[config.mk]
export PLATFORM = sky130hd
export DESIGN_NAME = depth_mission_sequencer
export DESIGN_NICKNAME = d
export VERILOG_FILES = /design/src/rtl/dms_pkg.sv /design/src/rtl/dms_core.sv /design/src/rtl/depth_mission_sequencer.sv
export SDC_FILE = /design/constraint.sdc
export NUM_CORES = 1
export LEC_CHECK = 0
export ABC_AREA = 1
export BUFFER_PORTS_ARGS = -buffer_cell sky130_fd_sc_hd__clkbuf_2
export CAP_MARGIN = 20
export CELL_PAD_IN_SITES_DETAIL_PLACEMENT = 0
export CELL_PAD_IN_SITES_GLOBAL_PLACEMENT = 1
export CORE_ASPECT_RATIO = 0.5
export CORE_MARGIN = 2
export CORE_UTILIZATION = 49
export DETAILED_ROUTE_END_ITERATION = 7
export GPL_ROUTABILITY_DRIVEN = 0
export PLACE_DENSITY = 0.95
export RECOVER_POWER = 25
export SYNTH_ARGS = -nofsm -noshare
export SYNTH_HDL_FRONTEND = slang
export SYNTH_SLANG_ARGS = --single-unit
[constraint.sdc]
create_clock -name i_clk -period 10.88 [get_ports i_clk]
set_input_delay 2.176 -clock i_clk [delete_from_list [all_inputs] [get_ports i_clk]]
set_output_delay 2.176 -clock i_clk [all_outputs]
set_load 0.03 [all_outputs]
[src/rtl/dms_pkg.sv]
`timescale 1ns / 1ps
// ----------------------------------------------------------------------------
// dms_pkg
// Shared types, codes and constants for the depth mission sequencer.
// ----------------------------------------------------------------------------
package dms_pkg;

    // stream payload, field and configuration widths
    localparam int IN_DATA_W  = 80;
    localparam int OUT_DATA_W = 8;
    localparam int REQ_W      = 3;
    localparam int TICK_W     = 32;
    localparam int DEPTH_W    = 24;
    localparam int VEL_W      = 16;
    localparam int PHASE_W    = 4;
    localparam int CFG_ADDR_W = 3;
    localparam int CFG_DATA_W = 32;
    localparam int TARGET_W   = 23;
    localparam int BAND_W     = 16;

    // request codes
    localparam logic [REQ_W-1:0] REQ_UPDATE  = 3'd0;
    localparam logic [REQ_W-1:0] REQ_START   = 3'd1;
    localparam logic [REQ_W-1:0] REQ_RECOVER = 3'd2;
    localparam logic [REQ_W-1:0] REQ_ABORT   = 3'd3;
    localparam logic [REQ_W-1:0] REQ_ACK     = 3'd4;

    // mission phases
    localparam logic [PHASE_W-1:0] PH_INIT     = 4'd0;
    localparam logic [PHASE_W-1:0] PH_WATER    = 4'd1;
    localparam logic [PHASE_W-1:0] PH_APPROACH = 4'd2;
    localparam logic [PHASE_W-1:0] PH_PREP     = 4'd3;
    localparam logic [PHASE_W-1:0] PH_HOLD     = 4'd4;
    localparam logic [PHASE_W-1:0] PH_DWELL    = 4'd5;
    localparam logic [PHASE_W-1:0] PH_ASCEND   = 4'd6;
    localparam logic [PHASE_W-1:0] PH_SHUTDOWN = 4'd7;
    localparam logic [PHASE_W-1:0] PH_FAILSAFE = 4'd8;

    // configuration register indexes
    localparam logic [CFG_ADDR_W-1:0] CFG_TARGET_DEPTH   = 3'd0;
    localparam logic [CFG_ADDR_W-1:0] CFG_BAND_ENTER     = 3'd1;
    localparam logic [CFG_ADDR_W-1:0] CFG_BAND_EXIT      = 3'd2;
    localparam logic [CFG_ADDR_W-1:0] CFG_WATER_THR      = 3'd3;
    localparam logic [CFG_ADDR_W-1:0] CFG_SURFACE_DEPTH  = 3'd4;
    localparam logic [CFG_ADDR_W-1:0] CFG_WATER_TIMEOUT  = 3'd5;
    localparam logic [CFG_ADDR_W-1:0] CFG_HOLD_DWELL     = 3'd6;
    localparam logic [CFG_ADDR_W-1:0] CFG_RECOVERY_DELAY = 3'd7;

    localparam logic signed [VEL_W-1:0] VEL_NEAR_ZERO    = 16'sd50;
    localparam logic [TICK_W-1:0]       ASCEND_MIN_TICKS = 32'd200;

    typedef struct packed {
        logic [TARGET_W-1:0] target_depth;
        logic [BAND_W-1:0]   band_enter;
        logic [BAND_W-1:0]   band_exit;
        logic [BAND_W-1:0]   water_thr;
        logic [BAND_W-1:0]   surface_depth;
        logic [TICK_W-1:0]   water_timeout;
        logic [TICK_W-1:0]   hold_dwell;
        logic [TICK_W-1:0]   recovery_delay;
    } t_cfg;

    typedef struct packed {
        logic [REQ_W-1:0]   req_type;
        logic [TICK_W-1:0]  tick_stamp;
        logic [DEPTH_W-1:0] depth_mm;
        logic [VEL_W-1:0]   velocity_mmps;
        logic               buoy_steady;
    } t_req;

    typedef struct packed {
        logic [PHASE_W-1:0] mission_state;
        logic               state_changed;
        logic               running;
    } t_result;

endpackage

[src/rtl/dms_core.sv]
`timescale 1ns / 1ps
// ----------------------------------------------------------------------------
// dms_core
// Mission phase machine: holds the sequencer state and works out the next
// state and the result for one request.
// ----------------------------------------------------------------------------
module dms_core (
    input  logic             i_clk,
    input  logic             i_rst_n,
    input  logic             i_en,
    input  dms_pkg::t_req    i_req,
    input  dms_pkg::t_cfg    i_cfg,
    output dms_pkg::t_result o_result
);
    import dms_pkg::*;

    logic               r_started;
    logic [PHASE_W-1:0] r_phase;
    logic [PHASE_W-1:0] r_prev;
    logic [TICK_W-1:0]  r_entry;
    logic [TICK_W-1:0]  r_inband_start;
    logic               r_inband;

    logic               n_started;
    logic [PHASE_W-1:0] n_phase;
    logic [PHASE_W-1:0] n_prev;
    logic [TICK_W-1:0]  n_entry;
    logic [TICK_W-1:0]  n_inband_start;
    logic               n_inband;

    logic               go;
    logic [PHASE_W-1:0] go_phase;

    logic signed [DEPTH_W:0] depth_x;
    logic signed [DEPTH_W:0] dz;
    logic [DEPTH_W:0]        err;
    logic                    in_enter;
    logic                    out_exit;
    logic                    vel_small;
    logic [TICK_W-1:0]       since_entry;
    logic [TICK_W-1:0]       since_inband;
    logic                    hold_timing;
    logic [TICK_W-1:0]       hold_start;

    always_comb begin
        depth_x     = $signed({i_req.depth_mm[DEPTH_W-1], i_req.depth_mm});
        dz          = depth_x - $signed({2'b00, i_cfg.target_depth});
        err         = dz[DEPTH_W] ? (DEPTH_W+1)'(0) - dz : dz;
        in_enter    = err <= {{(DEPTH_W+1-BAND_W){1'b0}}, i_cfg.band_enter};
        out_exit    = err > {{(DEPTH_W+1-BAND_W){1'b0}}, i_cfg.band_exit};
        vel_small   = ($signed(i_req.velocity_mmps) > -VEL_NEAR_ZERO) &&
                      ($signed(i_req.velocity_mmps) < VEL_NEAR_ZERO);
        since_entry = i_req.tick_stamp - r_entry;
        // in-band timer as it stands after this sample, before the dwell test
        hold_timing = in_enter;
        hold_start  = r_inband ? r_inband_start : i_req.tick_stamp;
        since_inband = i_req.tick_stamp - hold_start;
    end

    always_comb begin
        n_started      = r_started;
        n_phase        = r_phase;
        n_prev         = r_prev;
        n_entry        = r_entry;
        n_inband_start = r_inband_start;
        n_inband       = r_inband;
        go             = 1'b0;
        go_phase       = r_phase;

        case (i_req.req_type)
            REQ_UPDATE: begin
                if (r_started) begin
                    case (r_phase)
                        PH_INIT: begin
                            go       = 1'b1;
                            go_phase = PH_WATER;
                        end
                        PH_WATER: begin
                            if (depth_x > $signed({9'b0, i_cfg.water_thr})) begin
                                go       = 1'b1;
                                go_phase = PH_APPROACH;
                            end else if (since_entry > i_cfg.water_timeout) begin
                                go       = 1'b1;
                                go_phase = PH_FAILSAFE;
                            end
                        end
                        PH_APPROACH: begin
                            if (in_enter) begin
                                go       = 1'b1;
                                go_phase = PH_PREP;
                            end
                        end
                        PH_PREP: begin
                            if (out_exit) begin
                                go       = 1'b1;
                                go_phase = PH_APPROACH;
                            end else if (i_req.buoy_steady && vel_small) begin
                                go       = 1'b1;
                                go_phase = PH_HOLD;
                            end
                        end
                        PH_HOLD: begin
                            if (out_exit) begin
                                n_inband = 1'b0;
                                go       = 1'b1;
                                go_phase = PH_APPROACH;
                            end else begin
                                n_inband       = hold_timing;
                                n_inband_start = in_enter ? hold_start : r_inband_start;
                                if (hold_timing && since_inband >= i_cfg.hold_dwell) begin
                                    n_inband = 1'b0;
                                    go       = 1'b1;
                                    go_phase = PH_DWELL;
                                end
                            end
                        end
                        PH_DWELL: begin
                            if (out_exit) begin
                                go       = 1'b1;
                                go_phase = PH_APPROACH;
                            end else if (!in_enter) begin
                                go       = 1'b1;
                                go_phase = PH_HOLD;
                            end else if (since_entry >= i_cfg.recovery_delay) begin
                                go       = 1'b1;
                                go_phase = PH_ASCEND;
                            end
                        end
                        PH_ASCEND: begin
                            if (since_entry >= ASCEND_MIN_TICKS &&
                                depth_x <= $signed({9'b0, i_cfg.surface_depth})) begin
                                go       = 1'b1;
                                go_phase = PH_SHUTDOWN;
                            end
                        end
                        default: begin
                        end
                    endcase
                end
            end
            REQ_START: begin
                n_phase   = PH_INIT;
                n_prev    = PH_INIT;
                n_entry   = '0;
                n_started = 1'b1;
            end
            REQ_RECOVER: begin
                go       = 1'b1;
                go_phase = PH_ASCEND;
            end
            REQ_ABORT: begin
                go       = 1'b1;
                go_phase = PH_FAILSAFE;
            end
            REQ_ACK: begin
                n_prev = r_phase;
            end
            default: begin
            end
        endcase

        if (go) begin
            n_prev  = r_phase;
            n_phase = go_phase;
            n_entry = i_req.tick_stamp;
        end
    end

    always_ff @(posedge i_clk) begin
        if (!i_rst_n) begin
            r_started      <= 1'b0;
            r_phase        <= PH_INIT;
            r_prev         <= PH_INIT;
            r_entry        <= '0;
            r_inband_start <= '0;
            r_inband       <= 1'b0;
        end else if (i_en) begin
            r_started      <= n_started;
            r_phase        <= n_phase;
            r_prev         <= n_prev;
            r_entry        <= n_entry;
            r_inband_start <= n_inband_start;
            r_inband       <= n_inband;
        end
    end

    assign o_result.mission_state = n_phase;
    assign o_result.state_changed = n_prev != n_phase;
    assign o_result.running       = n_started;

endmodule

[src/rtl/depth_mission_sequencer.sv]
`timescale 1ns / 1ps
// ----------------------------------------------------------------------------
// depth_mission_sequencer
// Mission sequencer for a depth-holding vehicle: one result per request.
//
//   channel  dir  handshake              payload
//   s        in   i_s_tvalid/o_s_tready  tdata: tick, depth, velocity, stable
//                                        tuser: request type
//   m        out  o_m_tvalid/i_m_tready  tdata: state, changed, running
//   cfg      in   i_cfg_valid/o_cfg_ready index + 32-bit data
//
// One request per cycle sustained while the output is ready; each request passes
// through the input register, then the phase machine into the result register.
// The phase state updates in order as each request leaves the input register.
// A stalled output holds both registers; the input side takes a new transfer
// whenever the input register empties. Synchronous active-low reset; the
// config port is always ready.
// ----------------------------------------------------------------------------
module depth_mission_sequencer (
    input  logic                                i_clk,
    input  logic                                i_rst_n,
    input  logic                                i_s_tvalid,
    output logic                                o_s_tready,
    // [31:0] tick_stamp, [55:32] depth_mm, [71:56] velocity_mmps,
    // [72] buoy_steady, [79:73] zero
    input  logic [dms_pkg::IN_DATA_W-1:0]       i_s_tdata,
    // [2:0] req_type
    input  logic [dms_pkg::REQ_W-1:0]           i_s_tuser,
    output logic                                o_m_tvalid,
    input  logic                                i_m_tready,
    // [3:0] mission_state, [4] state_changed, [5] running, [7:6] zero
    output logic [dms_pkg::OUT_DATA_W-1:0]      o_m_tdata,
    input  logic                                i_cfg_valid,
    output logic                                o_cfg_ready,
    input  logic [dms_pkg::CFG_ADDR_W-1:0]      i_cfg_addr,
    input  logic [dms_pkg::CFG_DATA_W-1:0]      i_cfg_data
);
    import dms_pkg::*;

    logic    r_in_vld;
    t_req    r_in;
    logic    r_out_vld;
    t_result r_out;
    t_cfg    r_cfg;

    logic    advance;
    logic    in_xfer;
    t_result core_result;

    assign advance     = r_in_vld && (!r_out_vld || i_m_tready);
    assign o_s_tready  = !r_in_vld || advance;
    assign in_xfer     = i_s_tvalid && o_s_tready;
    assign o_cfg_ready = 1'b1;

    always_ff @(posedge i_clk) begin
        if (!i_rst_n) begin
            r_in_vld  <= 1'b0;
            r_out_vld <= 1'b0;
        end else begin
            if (in_xfer) begin
                r_in_vld <= 1'b1;
            end else if (advance) begin
                r_in_vld <= 1'b0;
            end
            if (advance) begin
                r_out_vld <= 1'b1;
            end else if (i_m_tready) begin
                r_out_vld <= 1'b0;
            end
        end
    end

    always_ff @(posedge i_clk) begin
        if (in_xfer) begin
            r_in.req_type      <= i_s_tuser;
            r_in.tick_stamp    <= i_s_tdata[31:0];
            r_in.depth_mm      <= i_s_tdata[55:32];
            r_in.velocity_mmps <= i_s_tdata[71:56];
            r_in.buoy_steady   <= i_s_tdata[72];
        end
        if (advance) begin
            r_out <= core_result;
        end
    end

    always_ff @(posedge i_clk) begin
        if (!i_rst_n) begin
            r_cfg.target_depth   <= 23'd0;
            r_cfg.band_enter     <= 16'd500;
            r_cfg.band_exit      <= 16'd1000;
            r_cfg.water_thr      <= 16'd300;
            r_cfg.surface_depth  <= 16'd500;
            r_cfg.water_timeout  <= 32'd60000;
            r_cfg.hold_dwell     <= 32'd10000;
            r_cfg.recovery_delay <= 32'd60000;
        end else if (i_cfg_valid) begin
            case (i_cfg_addr)
                CFG_TARGET_DEPTH:   r_cfg.target_depth   <= i_cfg_data[TARGET_W-1:0];
                CFG_BAND_ENTER:     r_cfg.band_enter     <= i_cfg_data[BAND_W-1:0];
                CFG_BAND_EXIT:      r_cfg.band_exit      <= i_cfg_data[BAND_W-1:0];
                CFG_WATER_THR:      r_cfg.water_thr      <= i_cfg_data[BAND_W-1:0];
                CFG_SURFACE_DEPTH:  r_cfg.surface_depth  <= i_cfg_data[BAND_W-1:0];
                CFG_WATER_TIMEOUT:  r_cfg.water_timeout  <= i_cfg_data;
                CFG_HOLD_DWELL:     r_cfg.hold_dwell     <= i_cfg_data;
                CFG_RECOVERY_DELAY: r_cfg.recovery_delay <= i_cfg_data;
                default: begin
                end
            endcase
        end
    end

    dms_core u_core (
        .i_clk    (i_clk),
        .i_rst_n  (i_rst_n),
        .i_en     (advance),
        .i_req    (r_in),
        .i_cfg    (r_cfg),
        .o_result (core_result)
    );

    assign o_m_tvalid = r_out_vld;
    assign o_m_tdata  = {2'b00, r_out.running, r_out.state_changed, r_out.mission_state};

endmodule

==> qor.csv, run 1 <==
stage,metric,value,unit
critical_path,end of the worst register-to-register path,u_core.r_entry[18],
finish,Final Instance Count excl. Fillers,3788,
min_path,worst hold path depth,2,
critical_path,cell with the largest stage delay on the worst path,sky130_fd_sc_hd__buf_4,
placed_design,placed insts,3721,
synthesis,number of synthesis warnings,0,
detailed_routing,Final Routed Wirelength,57800,um
cts,TritonCTS Sinks,341,
timing,minimum clock period,7310,ps
critical_path,cell type with the highest occurrence count on the critical path,sky130_fd_sc_hd__nand2_1,
flow_run,maxcap violations,2,
floorplan,number of top-level pins,134,
synthesis,instance count of the mapped netlist,3073,
timing,final critical-path share of the clock period,0.672,
synthesis,share of synthesized flip-flops with an asynchronous set or reset,0,
timing,transition time of the tightest slew-check pin,3980,ps
floorplan,Total Die Area,0.0473,mm2
min_path,worst hold path startpoint,u_core.r_inband_start[24],
floorplan,Rows,55,
synthesis,count of unique library cells instantiated by Yosys,58,
finish,ratio of cells with drive above 1 in the final layout,0.0815,
placed_design,port bufs,123,
critical_path,WS Path Type,register to register,
grt,wire length of the first global-routing pass,94300,um
power_and_ir_drop,total chip power,3.46,mW
synthesis,leading cell type by number of instances after synthesis,sky130_fd_sc_hd__nand2_1,
critical_path,kind of start point of the critical path,register,
detailed_routing,routed wire length per instance,15.3,um
power_and_ir_drop,static leakage,11.0,nW
detailed_routing,total number of vias,20000,
grt,pin count of the biggest net entering global routing,114,
cts,Hold Buf Count CTS,0,
power_and_ir_drop,power density over the cells,141,mW/mm2
critical_path,buffers and inverters on the worst path,4,
synthesis,Area contributors post-synth,"sky130_fd_sc_hd__dfxtp_1 (23%), sky130_fd_sc_hd__ha_1 (14%), sky130_fd_sc_hd__nand2_1 (12%), sky130_fd_sc_hd__edfxtp_1 (11%), sky130_fd_sc_hd__a21oi_1 (8.2%)",
power_and_ir_drop,Worst IR Drop VDD,0.0942,mV
run_status,failing checks,"capacitance limit, slew limit",
critical_path,Critical Path End Type,register,
timing,headroom to the max-slew limit,-1.66,
detailed_routing,post-route DRC violation count,0,
finish,total inserted antenna cells,0,
timing,final number of setup-violating endpoints,0,
min_path,min-delay worst type,register to register,
floorplan,chip width,306,um
detailed_routing,detailed router's first-iteration violation count,1473,
run_status,status,finished with violations,
cts,clk slew on worst S/H paths,70,ps
synthesis,"Seq/Total Area, Yosys",0.343,
timing,count of final max-slew check failures,146,
timing,number of hold violations in the final report,0,
cts,Clock Tree Buf Depth,3,
critical_path,worst reg2reg path startpoint,u_core.r_inband,
grt,number of global-route vias before repair,18800,
synthesis,synthesized area,0.0223,mm2
finish,# nets final,3535,
synthesis,synthesized area per cell,7.26,um2
critical_path,Max Fanout on Critical Path,63,
detailed_routing,average vias per placed instance,5.29,
synthesis,area fraction of the dominant cell type after synthesis,0.233,
floorplan,height of the chip,155,um
cts,cts bufs inserted,35,
cts,clock network latency to the later pin of the worst-skew pair,550,ps
detailed_routing,antenna-violating nets left,0,
min_path,hold worst-path end,u_core.r_inband_start[24],
placed_design,DP HPWL,42900,um
cts,Max H-tree Level,2,
synthesis,leading area contributor after synthesis,sky130_fd_sc_hd__dfxtp_1,
grt,global route total overflow,0,
synthesis,predominant post-synthesis flop cell,sky130_fd_sc_hd__dfxtp_1,
timing,skew final,28.2,ps
critical_path,arrival time reported for the critical path endpoint,7750,ps
timing,Max Freq,137,MHz
detailed_routing,number of iterations in the first detailed-routing pass,6,
cts,setup repair bufs after CTS,0,
timing,RSZ-0062 raised after global routing,false,
critical_path,"CP delay by family, top",compound AO/OA/AOI/OAI gates,
cts,buffer cell driving the clock tree root,sky130_fd_sc_hd__clkbuf_16,
floorplan,area inside the core boundary,0.0451,mm2
critical_path,Crit path required time,11320,ps
synthesis,number of enable-type register cells in the synthesized netlist,82,
cts,post-cts sizing count,0,
critical_path,R2R setup slack,3570,ps
cts,clock tree from TritonCTS,built,
grt,Global Route Usage Sum,0.244,
critical_path,FF-to-FF path depth,39,
timing,Sum Neg Setup Slack,0,ps
synthesis,most common library cells after synthesis,"sky130_fd_sc_hd__nand2_1 (711), sky130_fd_sc_hd__inv_1 (449), sky130_fd_sc_hd__a21oi_1 (367)",
finish,synthesis-to-layout area growth,10.4,%
timing,worst hold margin,447,ps
critical_path,CP max stage delay,500,ps
grt,initial antenna violation count,2,
synthesis,"FF+latch count, synth",341,
floorplan,starting density of the core,0.495,
==> per-layer routing <==
| layer | part of all wire | wire length, um | up-vias | global-route usage |
|---|---|---|---|---|
| met4 | 0.017 | 982 | 0 | 0.0584 |
| li1 | - | - | 10300 | - |
| met3 | 0.049 | 2830 | 71 | 0.0298 |
| met1 | 0.49 | 28300 | 9200 | 0.341 |
| met5 | 0 | 0 | - | 0 |
| met2 | 0.44 | 25700 | 424 | 0.403 |
==> worst max-delay path by stage <==
stage / startpoint / depth (start not counted) / end
CTS: u_core.r_inband / 39 / u_core.r_entry[9]
floorplan: u_core.r_inband / 41 / o_m_tdata[4]
global placement: u_core.r_inband / 39 / u_core.r_entry[7]
detailed placement: u_core.r_inband / 39 / u_core.r_entry[18]
global route: u_core.r_inband / 39 / u_core.r_entry[13]
finish: u_core.r_inband / 39 / u_core.r_entry[18]
==> state kept, by name, summed over array words and instances, names as in the netlist, 4 cells and up <==
register,cells
u_core.r_entry,32
o_m_tdata,6
u_core.r_inband_start,32
u_core.r_phase,4
r_in,76
u_core.r_prev,4
r_cfg,183
==> layout make-up <==
class | instances | area (um2)
Clock inverter | 17 | 226
Clock buffer | 47 | 973
Tap cell | 598 | 748
Sequential cell | 341 | 7650
Timing Repair Buffer | 138 | 754
Inverter | 479 | 1800
Multi-Input combinational cell | 2168 | 12500
Fill cell | 4308 | 20500
==> cells in the final DEF (no fill, tap or decap), types with 6 or more instances in the layout <==
master / instances
sky130_fd_sc_hd__buf_4: 11
sky130_fd_sc_hd__nand3_2: 7
sky130_fd_sc_hd__dfxtp_1: 258
sky130_fd_sc_hd__a21oi_1: 367
sky130_fd_sc_hd__a21boi_0: 7
sky130_fd_sc_hd__nand2_1: 711
sky130_fd_sc_hd__nor2_2: 9
sky130_fd_sc_hd__clkbuf_16: 37
sky130_fd_sc_hd__a21boi_1: 7
sky130_fd_sc_hd__nand2_4: 6
sky130_fd_sc_hd__nor4_1: 15
sky130_fd_sc_hd__inv_1: 448
sky130_fd_sc_hd__clkbuf_1: 16
sky130_fd_sc_hd__nand4_1: 44
sky130_fd_sc_hd__inv_2: 24
sky130_fd_sc_hd__o211ai_1: 49
sky130_fd_sc_hd__nand2_2: 17
sky130_fd_sc_hd__nor2_1: 174
sky130_fd_sc_hd__xnor2_1: 21
sky130_fd_sc_hd__o21ai_0: 240
sky130_fd_sc_hd__clkbuf_2: 118
sky130_fd_sc_hd__ha_1: 246
sky130_fd_sc_hd__edfxtp_1: 82
sky130_fd_sc_hd__o21ai_1: 8
sky130_fd_sc_hd__nand3b_1: 9
sky130_fd_sc_hd__a211oi_1: 8
sky130_fd_sc_hd__a21o_1: 7
sky130_fd_sc_hd__nand3_1: 96
sky130_fd_sc_hd__clkinv_1: 9
sky130_fd_sc_hd__o21bai_1: 8
sky130_fd_sc_hd__nor3_1: 18
sky130_fd_sc_hd__xor2_1: 50
==> logic make-up after synthesis <==
group	after synthesis	synth area share
simple gates	1115	0.211
compound gates	730	0.179
buf+inv	565	0.0984
flops	341	0.343
fa+ha+maj	249	0.141
xor+xnor	71	0.0279
other cells	2	0.000337
==> worst register-to-register path, delay by kind of cell, from the launching register on <==
kind	cells	cell delay, ps
and+or+nand+nor	15	1630
AOI/OAI and AO/OA	17	3700
adders and majority gates	3	880
buffers and inverters	4	710
DFF	1	330
==> where the power goes <==
part | internal, mW | switching, mW | total [mW]
Sequential | 1.35 | 0.0268 | 1.37
Clock | 0.754 | 0.540 | 1.29
Combinational | 0.288 | 0.510 | 0.798
==> per-stage QoR <==
stage / worst slack (ps) / cell area, um2 / util
finish: 3570 / 24600 / 0.546
global route: 2840 / 24600 / 0.546
CTS: 3620 / 24600 / 0.545
detailed placement: 3630 / 23400 / 0.518
global placement: 3770 / 23400 / 0.518
floorplan: 4950 / 22300 / -
No activity file was read; power rests on OpenSTA's default activity.
==> run 2: changes to the inputs <==
--- a/config.mk
+++ b/config.mk
@@ -12,10 +12,10 @@
 export CELL_PAD_IN_SITES_GLOBAL_PLACEMENT = 1
 export CORE_ASPECT_RATIO = 0.5
 export CORE_MARGIN = 2
-export CORE_UTILIZATION = 49
+export CORE_UTILIZATION = 46
 export DETAILED_ROUTE_END_ITERATION = 7
 export GPL_ROUTABILITY_DRIVEN = 0
-export PLACE_DENSITY = 0.95
+export PLACE_DENSITY = 0.91
 export RECOVER_POWER = 25
 export SYNTH_ARGS = -nofsm -noshare
 export SYNTH_HDL_FRONTEND = slang
==> constraint.sdc (replaced) <==
create_clock -name i_clk -period 7.5 [get_ports i_clk]
set_input_delay 1.5 -clock i_clk [delete_from_list [all_inputs] [get_ports i_clk]]
set_output_delay 1.5 -clock i_clk [all_outputs]
set_load 0.03 [all_outputs]
==> run 2 against run 1 <==
The flow still finishes with violations (capacitance limit, slew limit); sequential share of layout area decreased by 0.13 points; routed wire length grew 2.3%; critical path type unchanged; critical path depth did not move; setup slack worse by 2800 ps; design area rose by 0.41%; core utilization is 2.4 points lower; largest power group unchanged; sequential cell count unchanged; worst hold slack got worse by 0.62 ps; sequential power grew 45%.
==> qor.csv, run 2 (synthesis gave the netlist of run 1 again) <==
stage,metric,value,unit,change
power_and_ir_drop,Flop pwr share,0.394,,-0.002
grt,pin count of the biggest net entering global routing,113,,-0.88%
timing,Sum Neg Setup Slack,0,ps,unchanged
timing,final number of setup-violating endpoints,0,,unchanged
cts,setup repair bufs after CTS,0,,unchanged
critical_path,arrival time reported for the critical path endpoint,7010,ps,-740 ps
finish,# nets final,3536,,+0.028%
cts,Hold Buf Count CTS,0,,unchanged
finish,most frequent cells in the layout,"sky130_fd_sc_hd__nand2_1 (711), sky130_fd_sc_hd__inv_1 (448), sky130_fd_sc_hd__a21oi_1 (367)",,
power_and_ir_drop,P_int,3.51,mW,+47%
timing,count of final max-slew check failures,183,,+25%
detailed_routing,average vias per placed instance,5.23,,-1.1%
floorplan,Rows,56,,+1.8%
timing,Max Freq,149,MHz,+8.8%
detailed_routing,antenna-violating nets left,0,,unchanged
cts,clock network latency to the later pin of the worst-skew pair,540,ps,about the same
detailed_routing,detailed router's first-iteration violation count,1422,,-3.5%
critical_path,cell type with the highest occurrence count on the critical path,sky130_fd_sc_hd__nand2_1,,
finish,"commonest non-fill, non-tap cell in the layout",sky130_fd_sc_hd__nand2_1,,
min_path,min-delay worst type,register to register,,
floorplan,area inside the core boundary,0.0474,mm2,+5.1%
timing,headroom to the max-slew limit,-1.74,,-0.0856
floorplan,number of top-level pins,134,,unchanged
power_and_ir_drop,power density over the cells,205,mW/mm2,+45%
cts,clk slew on worst S/H paths,60,ps,about the same
grt,initial antenna violation count,2,,unchanged
timing,minimum clock period,6730,ps,-589 ps
critical_path,kind of start point of the critical path,register,,
run_status,status,finished with violations,,
finish,final core area utilization,0.522,,-0.0243
cts,Max H-tree Level,2,,unchanged
grt,global route total overflow,0,,unchanged
cts,TritonCTS Sinks,341,,unchanged
floorplan,chip width,315,um,+3.2%
floorplan,starting density of the core,0.471,,-0.0239
timing,RSZ-0062 raised after global routing,false,,
cts,cts bufs inserted,35,,unchanged
finish,ratio of cells with drive above 1 in the final layout,0.0815,,about the same
detailed_routing,routed wire length per instance,15.4,um,+1.2%
floorplan,height of the chip,160,um,+3.1%
finish,number of flip-flops in the largest register,183,,unchanged
critical_path,cell with the largest stage delay on the worst path,sky130_fd_sc_hd__fa_1,,
finish,total inserted antenna cells,0,,unchanged
finish,Regs by FF count,"r_cfg (183), r_in (76)",,
critical_path,Crit path required time,7780,ps,-3540 ps
power_and_ir_drop,clock network fraction of total power,0.379,,+0.006
critical_path,CP max stage delay,410,ps,-90 ps
finish,post-route cell area,0.0247,mm2,+0.41%
timing,final critical-path share of the clock period,0.897,,+0.224
detailed_routing,post-route DRC violation count,0,,unchanged
timing,transition time of the tightest slew-check pin,4110,ps,+128 ps
timing,worst hold margin,446,ps,-0.619 ps
placed_design,post-detailed-placement cell area,0.0235,mm2,+0.39%
placed_design,DP HPWL,44500,um,+3.7%
cts,clock tree from TritonCTS,built,,
run_status,failing checks,"capacitance limit, slew limit",,
power_and_ir_drop,Worst IR Drop VDD,0.122,mV,+29%
critical_path,Max Fanout on Critical Path,48,,-24%
placed_design,Placement Setup Slack,590,ps,-3040 ps
grt,wire length of the first global-routing pass,95700,um,+1.5%
timing,post-route setup slack,774,ps,-2790 ps
power_and_ir_drop,share of total power in combinational logic,0.227,,-0.003
floorplan,Total Die Area,0.0504,mm2,+6.4%
cts,Clock Tree Buf Depth,3,,unchanged
grt,number of global-route vias before repair,18700,,-0.57%
power_and_ir_drop,net switching power,1.55,mW,+44%
flow_run,maxcap violations,3,,+1
critical_path,Critical Path End Type,register,,
timing,number of hold violations in the final report,0,,unchanged
power_and_ir_drop,static leakage,11.0,nW,about the same
finish,synthesis-to-layout area growth,10.8,%,
power_and_ir_drop,switching share of power,0.307,,-0.00370
detailed_routing,number of iterations in the first detailed-routing pass,7,,+1
cts,buffer cell driving the clock tree root,sky130_fd_sc_hd__clkbuf_16,,
detailed_routing,Final Routed Wirelength,59100,um,+2.3%
grt,Global Route Usage Sum,0.233,,-0.0103
placed_design,port bufs,123,,unchanged
timing,skew final,19.2,ps,-8.99 ps
detailed_routing,total number of vias,20000,,-0.050%
critical_path,WS Path Type,register to register,,
finish,largest register by flop count,r_cfg,,
-- run 2: changes by cell type in the layout (fill, tap and decap cells not counted), moves of 2 or more --
cell | previous run | this run
sky130_fd_sc_hd__clkinv_2 | 5 | 1
sky130_fd_sc_hd__clkbuf_8 | 1 | 4
sky130_fd_sc_hd__buf_4 | 11 | 9
sky130_fd_sc_hd__clkbuf_2 | 118 | 116
sky130_fd_sc_hd__clkbuf_1 | 16 | 13
sky130_fd_sc_hd__buf_12 | 0 | 2
sky130_fd_sc_hd__a21boi_1 | 7 | 9
sky130_fd_sc_hd__clkinv_1 | 9 | 11
sky130_fd_sc_hd__a21boi_0 | 7 | 5
-- run 2: critical path, delay by kind of cell (launching register included) --
| family | cells | cell delay [ps] |
|---|---|---|
| AO/OA/AOI/OAI | 16 | 3350 |
| adder cells (fa/ha/maj) | 3 | 870 |
| buffers and inverters | 3 | 280 |
| flip-flops | 1 | 330 |
| AND/OR/NAND/NOR | 17 | 1600 |
-- run 2: path summary, 6_finish.rpt --
kind         depth (start not counted)                 startpoint                         to  slack [ps]
max                                 39            u_core.r_inband               o_m_tdata[4]         770
min                                  2  u_core.r_inband_start[13]  u_core.r_inband_start[13]         450
max reg2reg                         39            u_core.r_inband               o_m_tdata[4]         770
min reg2reg                          2  u_core.r_inband_start[13]  u_core.r_inband_start[13]         450
-- run 2: through the flow --
step | power (mW) | cells
final | 5.06 | 3827
after global routing | 5.35 | 3827
after CTS | 5.09 | 3825
after detailed placement | 3.16 | 3763
after global placement | 3.13 | 3763
after floorplan | 2.86 | 3074
-- run 2: per-layer routing --
metal,vias up,global-route usage,part of all wire
met5,-,0,0
met4,0,0.0528,0.021
met3,95,0.0310,0.048
met2,401,0.378,0.44
met1,9175,0.331,0.49
li1,10300,-,-
-- run 2: cell type report --
class,count,area [um2]
Clock inverter,18,226
Clock buffer,44,1010
Multi-Input combinational cell,2168,12500
Inverter,479,1800
Fill cell,4654,22700
Tap cell,638,798
Sequential cell,341,7650
Timing Repair Buffer,139,757
-- run 2: repair_timing --
action	4_1_cts	5_1_grt
gates resized for setup	0	3
setup endpoints to repair	0	33
hold endpoints to repair	0	0
-- run 2: power groups by stage --
stage	Combinational [mW]	Sequential, mW	Clock [mW]
after floorplan	0.836	2.02	0
after global routing	1.32	2.00	2.03
final	1.15	1.99	1.92
after CTS	1.14	1.99	1.96
after global placement	1.10	2.03	0
after detailed placement	1.13	2.03	0
